===== src/xcr_pkg.sv =====
package xcr_pkg;

  localparam int BLOCK_BYTES = 128;
  localparam int OFFSET_W = $clog2(BLOCK_BYTES);
  localparam logic [OFFSET_W-1:0] LAST_OFFSET = OFFSET_W'(BLOCK_BYTES - 1);

  localparam int IDLE_W = 20;
  localparam logic [IDLE_W-1:0] IDLE_MAX = {IDLE_W{1'b1}};
  localparam logic [IDLE_W-1:0] NAK_INTERVAL_RESET = IDLE_W'(400000);

  // Control characters
  localparam logic [7:0] CH_SOH = 8'h01;
  localparam logic [7:0] CH_EOT = 8'h04;
  localparam logic [7:0] CH_ACK = 8'h06;
  localparam logic [7:0] CH_NAK = 8'h15;
  localparam logic [7:0] CH_CAN = 8'h18;
  localparam logic [7:0] CH_EOF = 8'h1A;
  localparam logic [7:0] COMP_MASK = 8'hFF;

  // Input opcodes
  localparam logic OP_BYTE = 1'b0;
  localparam logic OP_POLL = 1'b1;

  // Result kinds
  localparam logic [1:0] KIND_DATA = 2'd0;
  localparam logic [1:0] KIND_TX = 2'd1;
  localparam logic [1:0] KIND_CANCEL = 2'd2;

  // End status codes
  localparam logic [1:0] END_RUN = 2'd0;
  localparam logic [1:0] END_EOT = 2'd1;
  localparam logic [1:0] END_CANCEL = 2'd2;

  // Register index
  localparam logic REG_NAK_INTERVAL = 1'b0;

  typedef struct packed {
    logic                valid;
    logic [1:0]          kind;
    logic [7:0]          data;
    logic [OFFSET_W-1:0] offset;
    logic [15:0]         slot;
    logic [1:0]          end_status;
    logic [7:0]          final_block;
  } result_t;

endpackage


===== src/xcr_proto.sv =====
module xcr_proto (
  input  logic                     clk,
  input  logic                     rst,
  input  logic                     step,
  input  logic                     opcode,
  input  logic [7:0]               rx_byte,
  input  logic [xcr_pkg::IDLE_W-1:0] nak_interval,
  output xcr_pkg::result_t         res
);

  typedef enum logic [2:0] {
    PH_START, PH_HEADER, PH_NUM, PH_COMP, PH_DATA, PH_SUM, PH_DONE
  } phase_t;

  phase_t                        phase, phase_next;
  logic [xcr_pkg::IDLE_W-1:0]    idle_count, idle_count_next;
  logic [7:0]                    expected_block, expected_block_next;
  logic                          packet_bad, packet_bad_next;
  logic [xcr_pkg::OFFSET_W-1:0]  byte_offset, byte_offset_next;
  logic [7:0]                    running_sum, running_sum_next;
  logic [7:0]                    received_number, received_number_next;
  logic [15:0]                   accepted_blocks, accepted_blocks_next;
  logic [7:0]                    sum_add;

  assign sum_add = running_sum + rx_byte;

  always_comb begin
    phase_next = phase;
    idle_count_next = idle_count;
    expected_block_next = expected_block;
    packet_bad_next = packet_bad;
    byte_offset_next = byte_offset;
    running_sum_next = running_sum;
    received_number_next = received_number;
    accepted_blocks_next = accepted_blocks;
    res = '0;

    if (phase == PH_DONE) begin
      // drop everything until reset
    end else if (opcode == xcr_pkg::OP_POLL) begin
      if (phase == PH_START) begin
        if (idle_count > nak_interval) begin
          idle_count_next = '0;
          res.valid = 1'b1;
          res.kind = xcr_pkg::KIND_TX;
          res.data = xcr_pkg::CH_NAK;
        end else if (idle_count != xcr_pkg::IDLE_MAX) begin
          idle_count_next = idle_count + 1'b1;
        end
      end
    end else begin
      unique case (phase)
        PH_START, PH_HEADER: begin
          phase_next = PH_HEADER;
          if (rx_byte == xcr_pkg::CH_SOH) begin
            phase_next = PH_NUM;
            packet_bad_next = 1'b0;
            byte_offset_next = '0;
            running_sum_next = '0;
          end else if (rx_byte == xcr_pkg::CH_EOT) begin
            phase_next = PH_DONE;
            res.valid = 1'b1;
            res.kind = xcr_pkg::KIND_TX;
            res.data = xcr_pkg::CH_ACK;
            res.end_status = xcr_pkg::END_EOT;
            res.final_block = expected_block;
          end else if (rx_byte == xcr_pkg::CH_CAN || rx_byte == xcr_pkg::CH_EOF) begin
            phase_next = PH_DONE;
            res.valid = 1'b1;
            res.kind = xcr_pkg::KIND_CANCEL;
            res.end_status = xcr_pkg::END_CANCEL;
          end
        end
        PH_NUM: begin
          received_number_next = rx_byte;
          if (rx_byte != expected_block) packet_bad_next = 1'b1;
          phase_next = PH_COMP;
        end
        PH_COMP: begin
          if ((received_number ^ rx_byte) != xcr_pkg::COMP_MASK) packet_bad_next = 1'b1;
          phase_next = PH_DATA;
          byte_offset_next = '0;
        end
        PH_DATA: begin
          running_sum_next = sum_add;
          if (byte_offset == xcr_pkg::LAST_OFFSET) phase_next = PH_SUM;
          byte_offset_next = byte_offset + 1'b1;
          if (!packet_bad) begin
            res.valid = 1'b1;
            res.kind = xcr_pkg::KIND_DATA;
            res.data = rx_byte;
            res.offset = byte_offset;
            res.slot = accepted_blocks;
          end
        end
        PH_SUM: begin
          phase_next = PH_HEADER;
          res.valid = 1'b1;
          res.kind = xcr_pkg::KIND_TX;
          if (packet_bad || running_sum != rx_byte) begin
            packet_bad_next = 1'b1;
            res.data = xcr_pkg::CH_NAK;
          end else begin
            expected_block_next = expected_block + 1'b1;
            accepted_blocks_next = accepted_blocks + 1'b1;
            res.data = xcr_pkg::CH_ACK;
          end
        end
        default: begin
          phase_next = PH_DONE;
        end
      endcase
    end
  end

  always_ff @(posedge clk) begin
    if (rst) begin
      phase <= PH_START;
      idle_count <= '0;
      expected_block <= 8'd1;
      packet_bad <= 1'b0;
      byte_offset <= '0;
      running_sum <= '0;
      received_number <= '0;
      accepted_blocks <= '0;
    end else if (step) begin
      phase <= phase_next;
      idle_count <= idle_count_next;
      expected_block <= expected_block_next;
      packet_bad <= packet_bad_next;
      byte_offset <= byte_offset_next;
      running_sum <= running_sum_next;
      received_number <= received_number_next;
      accepted_blocks <= accepted_blocks_next;
    end
  end

`ifndef SYNTHESIS
  a_done_sticky: assert property (@(posedge clk) disable iff (rst)
    phase == PH_DONE |=> phase == PH_DONE)
    else $error("left done phase without reset");

  a_idle_frozen: assert property (@(posedge clk) disable iff (rst)
    phase != PH_START |=> $stable(idle_count))
    else $error("idle count moved outside start phase");

  a_data_only_good: assert property (@(posedge clk) disable iff (rst)
    res.valid && res.kind == xcr_pkg::KIND_DATA |-> phase == PH_DATA && !packet_bad)
    else $error("data byte passed out of a bad or absent packet");
`endif

endmodule


===== src/xmodem_checksum_receiver_core.sv =====
// XMODEM receiver core for 128-byte blocks with an 8-bit additive checksum.
// Each input transaction is one received byte (opcode 0) or one idle poll tick
// (opcode 1) and yields at most one result: a data byte with its slot and
// offset, a reply byte to transmit (ACK/NAK), or a cancel notice. Throughput is
// one transaction per clock: the protocol state updates in a single pass at the
// accepting edge and the result lands in one output register, so a result
// appears in the cycle after its input, and a new input is taken whenever that
// register is empty or being drained in the same cycle. The start NAK interval
// is set through the APB register at address 0 and should only be changed while
// the core is idle.
module xmodem_checksum_receiver_core (
  input  logic        clk,
  input  logic        rst,
  // APB configuration
  input  logic        psel,
  input  logic        penable,
  input  logic        pwrite,
  input  logic [2:0]  paddr,
  input  logic [31:0] pwdata,
  output logic [31:0] prdata,
  output logic        pready,
  // input channel
  input  logic        in_valid,
  output logic        in_ready,
  input  logic        opcode,
  input  logic [7:0]  rx_byte,
  // result channel
  output logic        out_valid,
  input  logic        out_ready,
  output logic [1:0]  out_kind,
  output logic [7:0]  out_byte,
  output logic [6:0]  out_offset,
  output logic [15:0] out_slot,
  output logic [1:0]  end_status,
  output logic [7:0]  final_block
);

  logic [xcr_pkg::IDLE_W-1:0] nak_interval;
  logic                       reg_hit;
  logic                       step;
  xcr_pkg::result_t           res;

  assign pready = 1'b1;
  assign reg_hit = (paddr[1:0] == 2'b00) && (paddr[2] == xcr_pkg::REG_NAK_INTERVAL);
  assign prdata = reg_hit ? {{(32 - xcr_pkg::IDLE_W){1'b0}}, nak_interval} : 32'd0;

  always_ff @(posedge clk) begin
    if (rst) begin
      nak_interval <= xcr_pkg::NAK_INTERVAL_RESET;
    end else if (psel && penable && pwrite && pready && reg_hit) begin
      nak_interval <= pwdata[xcr_pkg::IDLE_W-1:0];
    end
  end

  assign in_ready = !out_valid || out_ready;
  assign step = in_valid && in_ready;

  xcr_proto u_proto (
    .clk          (clk),
    .rst          (rst),
    .step         (step),
    .opcode       (opcode),
    .rx_byte      (rx_byte),
    .nak_interval (nak_interval),
    .res          (res)
  );

  // hold the result until taken; load a fresh one on each producing transaction
  always_ff @(posedge clk) begin
    if (rst) begin
      out_valid <= 1'b0;
    end else if (step && res.valid) begin
      out_valid <= 1'b1;
    end else if (out_ready) begin
      out_valid <= 1'b0;
    end
  end

  always_ff @(posedge clk) begin
    if (step && res.valid) begin
      out_kind <= res.kind;
      out_byte <= res.data;
      out_offset <= res.offset;
      out_slot <= res.slot;
      end_status <= res.end_status;
      final_block <= res.final_block;
    end
  end

endmodule

===== config.mk =====
export PLATFORM = sky130hd
export DESIGN_NAME = xmodem_checksum_receiver_core
export DESIGN_NICKNAME = d
export VERILOG_FILES = /design/src/xcr_pkg.sv /design/src/xcr_proto.sv /design/src/xmodem_checksum_receiver_core.sv
export SDC_FILE = /design/constraint.sdc
export NUM_CORES = 1
export LEC_CHECK = 0
export BUFFER_PORTS_ARGS = -buffer_cell sky130_fd_sc_hd__clkbuf_2
export CORE_MARGIN = 8
export CORE_UTILIZATION = 55
export CTS_CLUSTER_DIAMETER = 120
export DETAILED_ROUTE_END_ITERATION = 8
export PLACE_DENSITY = 0.91
export SETUP_SLACK_MARGIN = 0.05
export SLEW_MARGIN = 10
export SYNTH_ARGS = -nofsm -noshare
export SYNTH_HDL_FRONTEND = slang
export SYNTH_SLANG_ARGS = --single-unit
export TNS_END_PERCENT = 50

===== constraint.sdc =====
create_clock -name clk -period 7.1 [get_ports clk]
set_clock_uncertainty 0.05 [all_clocks]
set_input_delay 1.42 -clock clk [delete_from_list [all_inputs] [get_ports clk]]
set_output_delay 1.42 -clock clk [all_outputs]
set_load 0.01 [all_outputs]

Word-level counts from Yosys, hierarchy flattened
Index checks and enable logic that the tools add are counted.
Word-level totals
  register bits: 135
  latch bits: 0
  RAM bits: 0
  bits in read-only memories: 0
  input bits: 51
  output and inout bits: 78
  word-level logic and storage cells: 117
  memories: 0
Operators by class
  $add $sub $neg: 5
  multiply operators: 0
  divide/modulo/power cells: 0
  magnitude comparators: 1
  equality and inequality tests: 20
  shifts and indexed selects: 0
  muxes and demuxes: 37
  bitwise gates (word level): 8
  reduce and logical (&&, ||, !) cells: 29
Operators with widths (number)
  2-to-1 mux 20 bit: 3
  2-to-1 mux 11 bit: 4
  2-to-1 mux 44 bit: 1
  2-to-1 mux 34 bit: 1
  2-to-1 mux 33 bit: 1
  case mux 11 bit (3 select lines): 1
  2-to-1 mux 23 bit: 1
  2-to-1 mux 3 bit: 7
  case mux 7 bit (3 select lines): 1
  adder 20 x 1 -> 20 bit (second input constant): 1
  greater-than comparator 20 bit: 1
  2-to-1 mux 10 bit: 2
  inequality test 20 bit (second input constant): 1
  AND reduction 5 bit: 4
  adder 16 x 1 -> 16 bit (second input constant): 1
  equality test 8 x 5 -> 1 bit (second input constant): 2
  2-to-1 mux 8 bit: 2
  inequality test 8 bit: 2
  case mux 8 bit (2 select lines): 1
  case mux 3 bit (5 select lines): 1
  inequality test 2 x 1 -> 1 bit (second input constant): 5
  OR reduction 5 bit: 2
  equality test 3 bit (second input constant): 3
  adder 8 x 1 -> 8 bit (second input constant): 1
  27 further kinds: 51

Longest topological paths before layout
  word-level depth: 10
  gate-level depth with buffers: 11
  depth with buffers taken out: 9

Modules after synthesis
Synthesis repeated with hierarchy kept, for this count alone.
Unflattened totals
  cell total of the unflattened synthesis: 769
  area total of the unflattened synthesis: 7279.5 um^2
Modules (own cells, without submodules)
  xcr_proto: instances 1, cells an instance 594, area an instance 4797.1 um^2, sequential area each 1421.4 um^2
  xmodem_checksum_receiver_core: instances 1, cells an instance 175, area an instance 2482.4 um^2, sequential area each 1711.6 um^2

Worst setup path after synthesis
No wires, ideal clock.
  path kind: input to register
  from: input rx_byte[7]
  to: register end_status[0] (enable)
  setup time: 0.397 ns
  arrival time: 3.490 ns
  data required time: 6.653 ns
  path slack: 3.163 ns
  stages: 7
  buffers on the path: 1
  cells stage by stage: buf_6 -> or3_4 -> nor4_1 -> nand2_1 -> a31oi_1 -> a21oi_1 -> inv_1
On the way
  cells in the longest elaborated chain, start to end: 9
  elaborated cells on any way between the ends: 12
  classes of those cells: eq/ne (4); mux (6); reduce/logical (2)
Ends and longest elaborated chain
  start, declared: RTL line xmodem_checksum_receiver_core.sv:26  | input logic [7:0] rx_byte,
  equality test 8 x 5 -> 1 bit: RTL line xcr_proto.sv:67  | end else if (rx_byte == xcr_pkg::CH_CAN || rx_byte == xcr_pkg::CH_EOF) begin
  logical OR 1 bit: RTL line xcr_proto.sv:67
  2-to-1 mux 3 bit: RTL line xcr_proto.sv:67
  2-to-1 mux 3 bit: RTL line xcr_proto.sv:60  | end else if (rx_byte == xcr_pkg::CH_EOT) begin
  2-to-1 mux 11 bit (*): RTL line xcr_proto.sv:55  | if (rx_byte == xcr_pkg::CH_SOH) begin
  case mux 11 bit (3 select lines) (*): RTL line xcr_proto.sv:52  | unique case (phase)
  2-to-1 mux 11 bit (*): RTL line xcr_proto.sv:40  | end else if (opcode == xcr_pkg::OP_POLL) begin
  2-to-1 mux 44 bit (*): RTL line xcr_proto.sv:38  | if (phase == PH_DONE) begin
  logical AND 1 bit (*): RTL line xmodem_checksum_receiver_core.sv:80  | if (step && res.valid) begin
  end signal, assigned: RTL line xmodem_checksum_receiver_core.sv:85  | end_status <= res.end_status;
  end, declared: RTL line xmodem_checksum_receiver_core.sv:34  | output logic [1:0] end_status,
Every way passes the cells marked *; elsewhere a longest branch is shown, timed or not.
A chain may end at the register's enable or synchronous reset.

Final worst setup path
  from: input rx_byte[5]
  to: register u_proto.accepted_blocks[12]
On the way
  cells in the longest elaborated chain, start to end: 4
Ends and longest elaborated chain
  inequality test 8 bit: RTL line xcr_proto.sv:100  | if (packet_bad || running_sum != rx_byte) begin
  logical OR 1 bit: RTL line xcr_proto.sv:100
  inverter 1 bit (no line)
  AND reduction 5 bit (no line)
  end signal, assigned: RTL line xcr_proto.sv:134  | accepted_blocks <= accepted_blocks_next;
  end, declared: RTL line xcr_proto.sv:22  | logic [15:0] accepted_blocks, accepted_blocks_next;
No other way between the ends.

==> results.yml <==
run_status:
  status: "finished, final reports clean"
clock_tree:
  cts-root-buf: "clkbuf_16"
  clock-sinks: 135
  cts_resized: 0
  cts_max_level: 4
  cts_tree: "done"
  worstSkewPairLatency_ns: 0.42
  postCtsHoldBufs: 0
  cts_buffer_depth: 2
  cts_setup_buffers: 0
  clk_pin_slew_ns: 0.06
  cts_made_buffers: 17
placement:
  post_dp_cell_area_sq_mm: 0.007377
  place_inst: 984
  port_buffers: 103
  dp_slack_ns: 2.701
  gp_congestion: 0.9082
  dp_hpwl_mm: 11.49
timing:
  drv_slew: 0
  setup_viol: 0
  finalCriticalPeriod_ns: 4.001
  setup_ws_ns: 3.099
  rsz0062_at_grt: "false"
  clock.fmax_mhz: 249.9
  timing.final.hold_violations: 0
  worst_pin_slew_ns: 0.9803
  relSlewSlack_pct: 34.41
  period_share_pct: 56.36
  fin_setup_tns_ns: 0
  hold_ws_ns: 0.4227
routing:
  ant_nets: 0
  wl_per_cell_um: 16.13
  wirelength_mm: 16.39
  vias: 5684
  drt_iter0_drc: 452
  vias_per_cell: 5.594
  firstDrtPassIters: 6
  drcViolationCount: 0
global_routing:
  antenna_found_initial: 0
  grt-ovfl-total: 0
  grt_pass1_wl_mm: 26.83
  grt_pass1_vias: 5502
  grt_max_degree: 71
  track_usage_pct: 20.64
yosys:
  yosysUniqueCellTypes: 52
  synth_edf_count: 43
  syn_inst: 745
  avgSynthCellArea_sq_um: 9.150
  ys.warnings.count: 0
  synth_flop_cell: "dfxtp_1"
  synthArstFlopShare_pct: 0
  ys_ff_latch: 135
  syn_area_sq_mm: 0.006817
  yosysSeqAreaShare_pct: 45.96
critical_path:
  startpoint: "rx_byte[5]"
  reg2reg_depth: 9
  cp_slowest_stage_delay_ns: 0.73
  critPathArrivalTime_ns: 4.24
  critPathSlowestCell: "nor2_1"
  critical_path_class: "input pin to register"
  path_max_fanout: 12
  cp_num_buf_inv: 1
  cp_top_family: "simple AND/OR/NAND/NOR gates"
  cpMostUsedCell: "nor2_1"
  worst_setup_path_end_kind: "register"
  regToRegEndpoint: "final_block[0]$_SDFFCE_PP0P_"
  startpoint_type: "input pin"
  regToRegStartpoint: "nak_interval[19]$_SDFFE_PP0P_"
  crit_path_cell_trace: "clkbuf_2, ha_1, nor4_1, nand4b_1, nor2_1, nand4_1, nor2_1, xnor2_1, nor2_1"
  cp.depth: 9
  crit_end: "u_proto.accepted_blocks[12]$_SDFFE_PP0P_"
  r2r_slack_ns: 3.61
  worstPathRequired_ns: 7.34
min_path:
  hold_class: "register to register"
power:
  ir_drop_mv: 0.2652
  finalPower_mw: 1.773
  p_leak_nw: 3.319
  power.density_mw_per_mm2: 222.2
cells_and_area:
  final_cell_mix: "clkbuf_2 (103), dfxtp_1 (92), nor2_1 (85)"
  utilization_pct: 66.15
  post_route_cells_drive_above_1_share_pct: 17.33
  multi_input_area_sq_mm: 0.003353
  layout_commonest_cell: "clkbuf_2"
  area_growth_pct: 17.05
  final_net_count: 918
  fillCellCount: 893
  n_antenna_cell: 0
  final_area_sq_mm: 0.007979
  layout.area.seq_sq_mm: 0.003133
  fin_cells: 1016
floorplanning:
  io_pins: 129
  fp.dieArea_sq_mm: 0.01621
  coreArea_sq_mm: 0.01206
  die_h_um: 127.3
  die_x_um: 127.3
  initial_core_util_pct: 56.51
  rows: 40
run:
  maxCapViolCount: 0
worst min-delay path: cells and delay by family, from the launching register on:
| kind | cells | cell delay [ns] |
|---|---|---|
| compound gates | 1 | 0.05 |
| flops | 1 | 0.31 |
| simple gates | 1 | 0.06 |
where the power goes:
| group | leakage, nW | internal (mW) | total (mW) | switching (mW) |
|---|---|---|---|---|
| Combinational | 1.86 | 0.0272 | 0.0793 | 0.0522 |
| Sequential | 1.16 | 0.797 | 0.801 | 0.00428 |
| Clock | 0.291 | 0.562 | 0.892 | 0.330 |
| Total | 3.32 | 1.39 | 1.77 | 0.387 |
worst min path at each step:
| stage | from | to | cells after the start |
|---|---|---|---|
| 2_1_floorplan | nak_interval[10]$_SDFFE_PP0P_ | nak_interval[10]$_SDFFE_PP0P_ | 2 |
| 3_3_place_gp | nak_interval[10]$_SDFFE_PP0P_ | nak_interval[10]$_SDFFE_PP0P_ | 2 |
| 3_5_place_dp | nak_interval[1]$_SDFFE_PP0P_ | nak_interval[1]$_SDFFE_PP0P_ | 2 |
| 4_1_cts | nak_interval[1]$_SDFFE_PP0P_ | nak_interval[1]$_SDFFE_PP0P_ | 2 |
| 5_1_grt | nak_interval[4]$_SDFFE_PP0P_ | nak_interval[4]$_SDFFE_PP0P_ | 2 |
| 6_report | nak_interval[1]$_SDFFE_PP0P_ | nak_interval[1]$_SDFFE_PP0P_ | 2 |
registers in the layout, summed over array words and instances (netlist names):
register and count:
u_proto.received_number 8, final_block 8, out_valid 1, u_proto.byte_offset 7
out_offset 7, u_proto.accepted_blocks 16, end_status 2, out_byte 8
u_proto.packet_bad 1, u_proto.phase 3, out_slot 16, u_proto.expected_block 8
u_proto.idle_count 20, out_kind 2, nak_interval 20, u_proto.running_sum 8
layout make-up:
cell class	instances	share of cell area [%]
Clock buffer	21	5.645
Clock inverter	11	1.897
Inverter	30	1.411
Multi-Input combinational cell	541	42.03
Sequential cell	135	39.27
Tap cell	168	2.634
Timing Repair Buffer	110	7.119
synth_stat cells (9+ instances only):
cell type  number  share of area, %
a21oi_1        47               3.5
and2_1         32               2.9
and3_1         36               3.3
buf_4          13               1.4
clkbuf_1       28               1.5
dfxtp_1        92                27
edfxtp_1       43                19
ha_1           31               5.7
inv_1          30               1.7
mux2i_1         9               1.3
nand2_1        61               3.4
nand3_1        23               1.7
nand4_1        21               1.9
nor2_1         85               4.7
nor3_1         13              0.95
nor4_1         12               1.1
o21ai_0        21               1.5
or3_1          16               1.5
xnor2_1        29               3.7
xor2_1         29               3.7
cell families after synthesis:
logic type	synth area share (%)
fa+ha+maj	5.984
flops	45.96
buf+inv	5.451
xor+xnor	7.452
compound gates	10.06
other cells	0.1102
mux	1.322
simple gates	23.66
per-layer routing:
layer	wire, um	GRT usage, %	vias up
met5	0	0	-
met4	446	8.957	0
met2	8165	35.91	214
li1	-	-	2778
met3	1259	6.656	50
met1	6522	22.66	2642
Power figures use the tool's default switching activity.
